<file path="src/sv/sorted_priority_queue_top_macros.svh">
// ----------------------------------------------------------------------------
// sorted priority queue assertion macros
// clocked property wrappers shared by the queue rtl
// ----------------------------------------------------------------------------
`ifndef SORTED_PRIORITY_QUEUE_TOP_MACROS_SVH
`define SORTED_PRIORITY_QUEUE_TOP_MACROS_SVH

// same-cycle implication
`define SPQ_ASSERT_NOW(label, ante, cons, msg) \
    label: assert property (@(posedge i_clk) disable iff (!i_rst_n) \
        (ante) |-> (cons)) else $error(msg);

// next-cycle implication
`define SPQ_ASSERT_NEXT(label, ante, cons, msg) \
    label: assert property (@(posedge i_clk) disable iff (!i_rst_n) \
        (ante) |=> (cons)) else $error(msg);

`endif

</file>
<file path="src/sv/spq_pkg.sv">
// ----------------------------------------------------------------------------
// spq_pkg
// types and constants of the sorted priority queue
// ----------------------------------------------------------------------------
package spq_pkg;

    localparam int QUEUE_DEPTH = 64;
    localparam int CNT_W       = $clog2(QUEUE_DEPTH + 1);

    localparam int KEY_W   = 32;
    localparam int LEVEL_W = 7;
    localparam int WEIGHT_W = 24;
    localparam int WORTH_W = 24;
    localparam int TAG_W   = 16;
    localparam int OCC_W   = 7;

    localparam int IN_DATA_W  = 104;
    localparam int OUT_DATA_W = 112;
    localparam int OUT_USER_W = 2;

    typedef enum logic {
        ACT_INSERT = 1'b0,
        ACT_REMOVE = 1'b1
    } t_action;

    typedef enum logic [1:0] {
        ST_OK    = 2'd0,
        ST_EMPTY = 2'd1,
        ST_FULL  = 2'd2
    } t_status;

    typedef struct packed {
        logic [KEY_W-1:0]    key;
        logic [LEVEL_W-1:0]  level;
        logic [WEIGHT_W-1:0] weight;
        logic [WORTH_W-1:0]  worth;
        logic [TAG_W-1:0]    tag;
    } t_entry;

    typedef struct packed {
        logic ins;
        logic rem;
    } t_cell_ctl;

endpackage

</file>
<file path="src/sv/spq_cell.sv">
// ----------------------------------------------------------------------------
// spq_cell
// one slot of the sorted list: takes the new entry, its upper or lower
// neighbor, or holds
// ----------------------------------------------------------------------------
module spq_cell (
    input  logic              i_clk,
    input  spq_pkg::t_cell_ctl i_ctl,
    input  logic              i_head,
    input  logic              i_occ,
    input  spq_pkg::t_entry   i_new,
    input  spq_pkg::t_entry   i_prev,
    input  logic              i_prev_go,
    input  spq_pkg::t_entry   i_next,
    output logic              o_go,
    output spq_pkg::t_entry   o_entry
);
    import spq_pkg::*;

    t_entry r_entry;
    t_entry n_entry;

    // new entry belongs at or above this slot
    assign o_go = !i_occ ||
                  (i_head ? (r_entry.key < i_new.key) : (r_entry.key <= i_new.key));

    always_comb begin
        n_entry = r_entry;
        if (i_ctl.ins && o_go) begin
            n_entry = i_prev_go ? i_prev : i_new;
        end else if (i_ctl.rem) begin
            n_entry = i_next;
        end
    end

    always_ff @(posedge i_clk) begin
        r_entry <= n_entry;
    end

    assign o_entry = r_entry;

endmodule

</file>
<file path="config.mk">
export PLATFORM = sky130hd
export DESIGN_NAME = spq_cell
export DESIGN_NICKNAME = d
export VERILOG_FILES = /design/src/sv/sorted_priority_queue_top_macros.svh /design/src/sv/spq_pkg.sv /design/src/sv/spq_cell.sv
export SDC_FILE = /design/constraint.sdc
export NUM_CORES = 1
export LEC_CHECK = 0
export ABC_AREA = 1
export BUFFER_PORTS_ARGS = -buffer_cell sky130_fd_sc_hd__buf_2
export CORE_AREA = 2 2 163 165
export CTS_CLUSTER_DIAMETER = 150
export DETAILED_ROUTE_END_ITERATION = 6
export DIE_AREA = 0 0 165 167
export GPL_ROUTABILITY_DRIVEN = 0
export PLACE_DENSITY = 0.63
export REMOVE_ABC_BUFFERS = 1
export SYNTH_ARGS = -nofsm -noshare
export SYNTH_HDL_FRONTEND = slang
export SYNTH_SLANG_ARGS = --single-unit
</file>
<file path="constraint.sdc">
create_clock -name i_clk -period 6.3 [get_ports i_clk]
set_clock_uncertainty 0.05 [all_clocks]
set_input_delay 1.26 -clock i_clk [delete_from_list [all_inputs] [get_ports i_clk]]
set_output_delay 1.26 -clock i_clk [all_outputs]
set_load 0.1 [all_outputs]
</file>
==> reports/metrics.cfg, run 1 <==
[clock_network]
tritoncts = done
cts_buffers = 9
clockRootBuffer = clkbuf_16
cts_sinks = 103
postCtsSetupBuffers = 0
clockBufferDepth = 2
cts_max_level = 3
clk_pin_slew_ns = 0.09
ctsHoldBuffers = 0
insertion_delay_ns = 0.34
cts-resized-gates = 0

[drt]
post_drt_wl_per_cell_microns = 15.4
vias = 6632
drt_first_pass_iters = 5
ant_nets = 0
drt-total-wl_microns = 22600
drt_iter0_markers = 342
vias_per_cell = 4.51
drc_errors = 0

[synthesis]
ys_async_sr_fraction_pct = 0
synth-edff-count = 103
synthFlopType = edfxtp_1
ys_ff_latch = 103
synthCells = 742
ys_types = 21
yosysTopAreaCellShare_pct = 46.9
synth_top_cell_by_area = edfxtp_1
synthTopCellsByArea = edfxtp_1, nand2_1, mux2_2, nand3_1, ha_1
ys_top_cells_by_count = nand2_1, nand3_1, edfxtp_1
synth_seq_area_share_pct = 46.9
syn_area_per_cell_sq_um = 8.89
ys.warnings.count = 0
synth.most_common_cell = nand2_1
synth_area_sq_um = 6600

[worst_hold_path]
hp-class = input pin to flop
hold_end = o_entry[1]
min-delay-start = i_next[1]
min_path_cells = 3

[grt]
grt_use_met3_pct = 4.28
grt_max_degree = 81
grt_use_met1_pct = 18.8
gr-usage-met2_pct = 27.3
track_usage_pct = 15.7
grt_first_pass_wirelength_microns = 33100
grt_pass1_vias = 6011
grt_overflow_total = 0
top_usage_layer = met2
antenna_found_initial = 3

[flow_run]
maxCapViolCount = 0

[final_layout]
final_util_pct = 35.9
nFillCells = 2714
largest_reg_flops = 103
syn2layout_area_growth_pct = 40.1
layout.nets = 1476
seq_area_sq_um = 3090
multiInputGateArea_sq_um = 3120
drive_above_1_share_pct = 45.4
antenna_cells = 0

[power_and_ir_drop]
switching_share_pct = 47.8
ir_drop_uv = 130
p_comb_share_pct = 45.5
p_per_area_nw_per_um2 = 292
leakagePower_nw = 4.83
clock_power_share_pct = 20.7
seq_power_share_pct = 33.7
power_switching_mw = 1.29
power.internal_mw = 1.41

[sta]
finalCritPeriodShare_pct = 69.9
hold_viol_final = 0
slew_viol_final = 0
max_freq_ghz = 0.227
fin_crit_ns = 4.40
setup_viol_count_final = 0
rsz0062_at_grt = no
max_slew.worst_pin.slew_ns = 0.930
timing.slew.headroom_pct = 38.0
finalWorstSetupSlack_ns = 1.90

[placed_design]
portBuffers = 418
dp_slack_ns = 1.84
hpwlAfterDp_microns = 17600

[floorplan]
core-area_sq_um = 25800
ios = 419
rows = 59
die_w_microns = 165
dieArea_sq_um = 27600
die_height_microns = 167
initial_core_util_pct = 25.6

[worst_setup_path]
path_cells = buf_2 -> inv_1 -> ha_1 -> a21oi_1 -> o21a_1 -> nand2_1 -> a21oi_1 -> nand2_1 -> nand2_4 -> buf_2
path_max_fanout = 3
reg2reg_from = o_entry[93]
required_ns = 4.99
crit_path_end_kind = output pin
reg2reg_slack_ns = 3.04
worstReg2RegEnd = o_entry[100]
slowest_delay_ns = 0.43
crit_type = input pin to output pin
crit_buf_inv = 3
r2r.worst_path.cells = 13
cpMaxStageDelayCell = buf_2
cp_top_family = compound AO/OA/AOI/OAI gates
cp.arrival_ns = 3.09
start_kind = input pin

[run_status]
status = completed

## cell usage in the layout (no fill, tap or decap), drive strengths merged
cell type / netlist / final
a21boi: 1 / 1
a21o: 2 / 2
a21oi: 12 / 12
and2b: 1 / 1
buf: 27 / 425
clkbuf: 22 / 10
clkinv: 0 / 2
edfxtp: 103 / 103
ha: 32 / 32
inv: 43 / 47
mux2: 72 / 72
nand2: 272 / 272
nand3: 106 / 106
nand4: 2 / 2
nor2: 9 / 9
nor3: 2 / 2
o21a: 2 / 2
o21ai: 34 / 34
## tightest hold or removal path, stage by stage
cell and delay [ns]:
buf_2 0.07, nand2_1 0.04, nand2_1 0.04
## routing by layer
layer / part of all wire [%] / vias to the layer above
met1: 40 / 3003
met3: 7.8 / 31
li1: - / 3290
met4: 1.8 / 6
met2: 50 / 302
met5: 0.16 / -
## power groups by stage
stage	Sequential [mW]	Clock, mW	Combinational (mW)
floorplan	1.60	0	0.250
global placement	0.923	0	1.23
detailed placement	0.927	0	1.24
CTS	0.911	0.585	1.24
global route	0.920	0.601	1.30
finish	0.911	0.560	1.23
## cell families (layout without fill, tap and decap cells)
group,count (synthesis),in the layout,synth area share [%]
AND/OR/NAND/NOR,392,392,24.6
flip-flops,103,103,46.9
AO/OA/AOI/OAI,51,51,4.06
multiplexers,72,72,12.3
adder cells (fa/ha/maj),32,32,6.07
buffers and inverters,92,484,6.14
## per-stage QoR
stage	total power, mW	TNS [ns]	cells	cell area [sq um]	hold slack [ns]
after floorplan	1.85	-147.26	693	6350	1.39
after global placement	2.16	0	1453	8950	1.47
after detailed placement	2.16	0	1453	8950	1.48
after CTS	2.74	0	1469	9240	1.09
after global routing	2.82	0	1469	9240	1.10
final	2.70	0	1469	9240	1.11
## worst max path at each step
| stage | from | to | slack [ns] | depth (start not counted) |
|---|---|---|---|---|
| after floorplan | i_new[90] | o_entry[0] | -1.43 | 10 |
| after global placement | i_new[92] | o_go | 1.84 | 10 |
| after detailed placement | i_new[92] | o_go | 1.84 | 10 |
| after CTS | i_new[92] | o_go | 1.83 | 10 |
| after global routing | i_new[92] | o_go | 1.79 | 10 |
| final | i_new[92] | o_go | 1.90 | 10 |
## final cells by class
| class | instances | share of cell area [%] |
|---|---|---|
| clock buffer | 10 | 2.48 |
| tap | 335 | 4.53 |
| inverter | 43 | 1.75 |
| sequential | 103 | 33.5 |
| multi-input combinational | 547 | 33.7 |
| clock inverter | 6 | 0.677 |
| timing repair buffer | 425 | 23.4 |
No activity file was read; power rests on OpenSTA's default activity.
==> run 2: changes to the inputs <==
--- a/config.mk
+++ b/config.mk
@@ -12,7 +12,7 @@
 export DETAILED_ROUTE_END_ITERATION = 6
 export DIE_AREA = 0 0 165 167
 export GPL_ROUTABILITY_DRIVEN = 0
-export PLACE_DENSITY = 0.63
+export PLACE_DENSITY = 0.65
 export REMOVE_ABC_BUFFERS = 1
 export SYNTH_ARGS = -nofsm -noshare
 export SYNTH_HDL_FRONTEND = slang
==> constraint.sdc (replaced) <==
create_clock -name i_clk -period 3.67 [get_ports i_clk]
set_clock_uncertainty 0.05 [all_clocks]
set_input_delay 0.734 -clock i_clk [delete_from_list [all_inputs] [get_ports i_clk]]
set_output_delay 0.734 -clock i_clk [all_outputs]
set_load 0.1 [all_outputs]
==> run 2 against run 1 <==
Compared with the run above: critical path depth is the same; core utilization grew 0.44 points; clock-buffer cell count fell by 1; combinational power is 73% higher; non-clock buffer count is 4 higher; sequential cell count did not move; routed wire length grew 4.2%; sequential share of layout area fell by 0.40 points; worst setup slack got worse by 1.4 ns; first-iteration DRC count is 6.4% lower; largest power group unchanged.
==> reports/metrics.cfg, run 2 (synthesis results as in run 1) <==
[floorplan]
die_height_microns = 167  ; unchanged
rows = 59  ; unchanged
die_w_microns = 165  ; unchanged
dieArea_sq_um = 27600  ; unchanged
initial_core_util_pct = 25.6  ; unchanged
ios = 419  ; unchanged
core-area_sq_um = 25800  ; unchanged

[placed_design]
dp_cells = 1457  ; was 1453
portBuffers = 418  ; unchanged
hpwlAfterDp_microns = 18400  ; was 17600 microns

[worst_setup_path]
path_max_fanout = 5  ; was 3
cpMaxStageDelayCell = nor3_1  ; was buf_2
crit_start = i_new[78]  ; was i_new[92]
required_ns = 2.89  ; was 4.99 ns
reg2reg_from = o_entry[78]  ; was o_entry[93]
crit_type = input pin to output pin  ; unchanged
path_cells = buf_2 -> inv_1 -> ha_1 -> nand2_1 -> nor2_1 -> nand3_1 -> nor3_1 -> a21boi_1 -> nand2_4 -> buf_12  ; was buf_2 -> inv_1 -> ha_1 -> a21oi_1 -> o21a_1 -> nand2_1 -> a21oi_1 -> nand2_1 -> nand2_4 -> buf_2
crit_path_end_kind = output pin  ; unchanged
start_kind = input pin  ; unchanged
cp_top_family = simple AND/OR/NAND/NOR gates  ; was compound AO/OA/AOI/OAI gates
crit_buf_inv = 3  ; unchanged
cp.arrival_ns = 2.42  ; was 3.09 ns
slowest_delay_ns = 0.35  ; was 0.43 ns

[sta]
rsz0062_at_grt = no  ; unchanged
slew_viol_final = 0  ; unchanged
hold_viol_final = 0  ; unchanged
fin_setup_tns_ns = 0  ; unchanged
setup_viol_count_final = 0  ; unchanged
max_slew.worst_pin.slew_ns = 0.661  ; was 0.930 ns
timing.slew.headroom_pct = 55.9  ; was 38.0%
fin_crit_ns = 3.20
max_freq_ghz = 0.312
finalCritPeriodShare_pct = 87.3
timing.hold.ws_ns = 0.594  ; was 1.11 ns

[final_layout]
layout.nets = 1480  ; was 1476
final_util_pct = 36.3  ; was 35.9%
final_common_cell = buf_2  ; unchanged
drive_above_1_share_pct = 45.6  ; was 45.4%
instances_no_fill = 1474  ; was 1469
largest_reg_flops = 103  ; unchanged
final_cell_mix = buf_2, nand2_1, nand3_1, edfxtp_1, mux2_2  ; unchanged
syn2layout_area_growth_pct = 41.8  ; was 40.1%

[drt]
post_drt_wl_per_cell_microns = 16.0  ; was 15.4 microns
ant_nets = 0  ; unchanged
vias_per_cell = 4.52  ; was 4.51
drc_errors = 0  ; unchanged
vias = 6665  ; was 6632
drt-total-wl_microns = 23600  ; was 22600 microns
drt_first_pass_iters = 5  ; unchanged
drt_iter0_markers = 320  ; was 342

[clock_network]
cts_buffers = 9  ; unchanged
clockRootBuffer = clkbuf_16  ; unchanged
postCtsSetupBuffers = 0  ; unchanged
clk_pin_slew_ns = 0.08  ; was 0.09 ns
clockBufferDepth = 2  ; unchanged
cts-resized-gates = 0  ; unchanged
ctsHoldBuffers = 0  ; unchanged
tritoncts = done  ; unchanged
insertion_delay_ns = 0.35  ; was 0.34 ns
cts_sinks = 103  ; unchanged
cts_max_level = 3  ; unchanged

[grt]
grt_first_pass_wirelength_microns = 34300  ; was 33100 microns
grt_max_degree = 83  ; was 81
grt_pass1_vias = 6350  ; was 6011
grt_overflow_total = 0  ; unchanged
antenna_found_initial = 6  ; was 3
track_usage_pct = 16.3  ; was 15.7%

[power_and_ir_drop]
p_per_area_nw_per_um2 = 504  ; was 292 nW/um^2
ir_drop_uv = 231  ; was 130 uV
leakagePower_nw = 4.89  ; was 4.83 nW

[flow_run]
maxCapViolCount = 0  ; unchanged

[worst_hold_path]
min-delay-start = i_next[19]  ; was i_next[1]
hp-class = input pin to flop  ; unchanged

[run_status]
status = completed  ; unchanged

[run 2: worst paths after layout]
| path | end | slack [ns] | cells past startpoint |
|---|---|---|---|
| hold reg to reg | o_entry[32] | 1.41 | 10 |
| setup reg to reg | o_entry[87] | 0.94 | 10 |
| hold / removal | o_entry[19] | 0.59 | 3 |
| setup / recovery | o_go | 0.47 | 10 |
[run 2: where the power goes]
part	internal, mW	total, mW	switching, mW
combinational	0.452	2.13	1.68
clock	0.540	1.02	0.478
sequential	1.50	1.56	0.0610
[run 2: stage by stage]
stage	instance area (sq um)	setup WS [ns]	power (mW)
3_3_place_gp	9050	0.334	3.72
3_5_place_dp	9050	0.374	3.74
6_report	9360	0.467	4.72
4_1_cts	9350	0.370	4.78
2_1_floorplan	6350	-3.79	3.18
5_1_grt	9360	0.246	4.94
[run 2: tightest hold or removal path, stage by stage]
cell and delay, ns:
buf_2 0.08, nand2_1 0.04, nand2_1 0.04
[run 2: layout make-up]
class | count | area (sq um)
antenna | 2 | 5.00
multi-input combinational | 547 | 3120
timing repair buffer | 429 | 2260
sequential | 103 | 3090
clock inverter | 6 | 78.8
inverter | 43 | 161
fill | 2632 | 16400
clock buffer | 9 | 225
tap | 335 | 419
[run 2: per-layer routing]
layer	track usage, %	up-vias	part of all wire, %
met3	4.43	29	7.7
met1	19.7	3015	41
met2	28.3	311	50
li1	-	3302	-
met5	0	-	0.20
met4	4.46	8	1.8
==> run 3: changes to the inputs <==
--- a/config.mk
+++ b/config.mk
@@ -12,6 +12,7 @@
 export DETAILED_ROUTE_END_ITERATION = 6
 export DIE_AREA = 0 0 165 167
 export GPL_ROUTABILITY_DRIVEN = 0
+export GPL_TIMING_DRIVEN = 0
 export PLACE_DENSITY = 0.65
 export REMOVE_ABC_BUFFERS = 1
 export SYNTH_ARGS = -nofsm -noshare
==> run 3 against run 2 <==
Compared with the run above: sequential power is essentially flat; fmax decreased by 9.0%; via count up 1.7%; routed wire length is 9.1% higher; worst setup slack worse by 0.32 ns; register-to-register slack worse by 0.64 ns; sequential share of layout area is 0.71 points lower; final cell count about the same.
==> reports/metrics.cfg, run 3 (synthesis results as in run 1) <==
[drt]
ant_nets = 0  ; unchanged
drt-total-wl_microns = 25700  ; was 23600 microns
drc_errors = 0  ; unchanged
drt_iter0_markers = 280  ; was 320
vias = 6776  ; was 6665
drt_first_pass_iters = 4  ; was 5
post_drt_wl_per_cell_microns = 17.5  ; was 16.0 microns
vias_per_cell = 4.59  ; was 4.52

[power_and_ir_drop]
seq_power_share_pct = 32.2  ; was 33.2%
clock_power_share_pct = 21.8  ; was 21.6%
p_total_mw = 4.84  ; was 4.72 mW
switching_share_pct = 46.6  ; was 47.1%
leakagePower_nw = 4.98  ; was 4.89 nW
ir_drop_uv = 237  ; was 231 uV
p_comb_share_pct = 45.9  ; was 45.3%
power_switching_mw = 2.25  ; was 2.22 mW
power.internal_mw = 2.58  ; was 2.50 mW
p_per_area_nw_per_um2 = 506  ; was 504 nW/um^2

[final_layout]
syn2layout_area_growth_pct = 44.9  ; was 41.8%
antenna_cells = 0  ; was 2
final_cell_mix = buf_2, nand2_1, nand3_1, edfxtp_1, mux2_2  ; unchanged
nFillCells = 2670  ; was 2632
final_common_cell = buf_2  ; unchanged
largest_reg_flops = 103  ; unchanged
instances_no_fill = 1475  ; was 1474
drive_above_1_share_pct = 46.0  ; was 45.6%
layout.nets = 1483  ; was 1480
final_util_pct = 37.1  ; was 36.3%

[clock_network]
clockRootBuffer = clkbuf_16  ; unchanged
clk_pin_slew_ns = 0.08  ; about the same
cts_max_level = 3  ; unchanged
ctsHoldBuffers = 0  ; unchanged
clockBufferDepth = 2  ; unchanged
cts_sinks = 103  ; unchanged
cts_buffers = 9  ; unchanged
insertion_delay_ns = 0.35  ; about the same
tritoncts = done  ; unchanged

[grt]
grt_max_degree = 72  ; was 83
grt_overflow_total = 0  ; unchanged
grt_pass1_vias = 6577  ; was 6350
track_usage_pct = 17.5  ; was 16.3%
antenna_found_initial = 2  ; was 6
grt_first_pass_wirelength_microns = 36500  ; was 34300 microns

[sta]
finalCritPeriodShare_pct = 95.9  ; was 87.3%
slew_viol_final = 0  ; unchanged
timing.slew.headroom_pct = 47.6  ; was 55.9%
rsz0062_at_grt = no  ; unchanged
max_freq_ghz = 0.284  ; was 0.312 GHz
hold_viol_final = 0  ; unchanged
timing.hold.ws_ns = 0.594  ; about the same
max_slew.worst_pin.slew_ns = 0.785  ; was 0.661 ns
setup_viol_count_final = 0  ; unchanged
finalWorstSetupSlack_ns = 0.149  ; was 0.467 ns
fin_crit_ns = 3.52  ; was 3.20 ns

[worst_setup_path]
required_ns = 2.89  ; about the same
start_kind = input pin  ; unchanged
path_max_fanout = 25  ; was 5
cp.arrival_ns = 2.74  ; was 2.42 ns
crit_type = input pin to output pin  ; unchanged
crit_path_end_kind = output pin  ; unchanged

[floorplan]
dieArea_sq_um = 27600  ; unchanged
initial_core_util_pct = 25.6  ; unchanged
ios = 419  ; unchanged
die_w_microns = 165  ; unchanged
core-area_sq_um = 25800  ; unchanged
rows = 59  ; unchanged
die_height_microns = 167  ; unchanged

[worst_hold_path]
hp-class = input pin to flop  ; unchanged

[placed_design]
dp_cells = 1451  ; was 1457
hpwlAfterDp_microns = 17700  ; was 18400 microns
portBuffers = 418  ; unchanged
dp_slack_ns = -1.13  ; was 0.374 ns

[run_status]
status = completed  ; unchanged

[flow_run]
maxCapViolCount = 0  ; unchanged

-- run 3: routing by layer --
layer | GRT usage [%] | up-vias | share of wire (%) | wire length, microns
li1 | - | 3314 | - | -
met1 | 21.0 | 3110 | 41 | 10700
met2 | 31.3 | 319 | 50 | 12900
met3 | 3.96 | 29 | 6.5 | 1690
met4 | 4.42 | 4 | 1.7 | 450
met5 | 0 | - | 0.10 | 27
-- run 3: through the flow --
stage | instance area (sq um) | TNS (ns)
after CTS | 9500 | 0
after global placement | 8860 | -995.32
after detailed placement | 9020 | -117.77
after floorplan | 6350 | -520.51
after global routing | 9560 | 0
final | 9560 | 0
-- run 3: power by group through the flow --
stage / Combinational [mW] / Clock [mW] / Sequential (mW)
after CTS: 2.21 / 1.10 / 1.56
after global routing: 2.34 / 1.14 / 1.58
after global placement: 2.11 / 0 / 1.59
final: 2.22 / 1.06 / 1.56
after floorplan: 0.430 / 0 / 2.75
after detailed placement: 2.13 / 0 / 1.59
-- run 3: worst paths after layout --
kind / startpoint / to / slack (ns) / cells past startpoint
max: i_new[102] / o_go / 0.15 / 11
min: i_next[17] / o_entry[17] / 0.59 / 3
max reg2reg: o_entry[98] / o_entry[76] / 0.30 / 12
min reg2reg: o_entry[102] / o_entry[23] / 1.37 / 9
-- run 3: critical path, stage by stage --
cell,delay [ns]
buf_2,0.07
inv_1,0.04
ha_1,0.30
nand2_1,0.10
nor3_1,0.30
and2b_1,0.25
nand2_1,0.12
nand2_4,0.18
nand2_8,0.17
buf_16,0.22
buf_6,0.22
-- run 3: what timing repair did --
action,in CTS,in global routing
setup buffers,0,1
gates resized for setup,10,1
gates cloned,6,2
endpoints found under the setup margin,104,57
pin swaps,2,1
-- run 3: cell type report --
cell class              instances  area (sq um)  area share [%]
flip-flops and latches        103          3090            32.3
repair buffers                428          2360            24.7
multi-input cells             551          3220            33.6
clock buffers                   9           225            2.36
clock inverters                 6          85.1           0.890
inverters                      43           161            1.69
well taps                     335           419            4.38
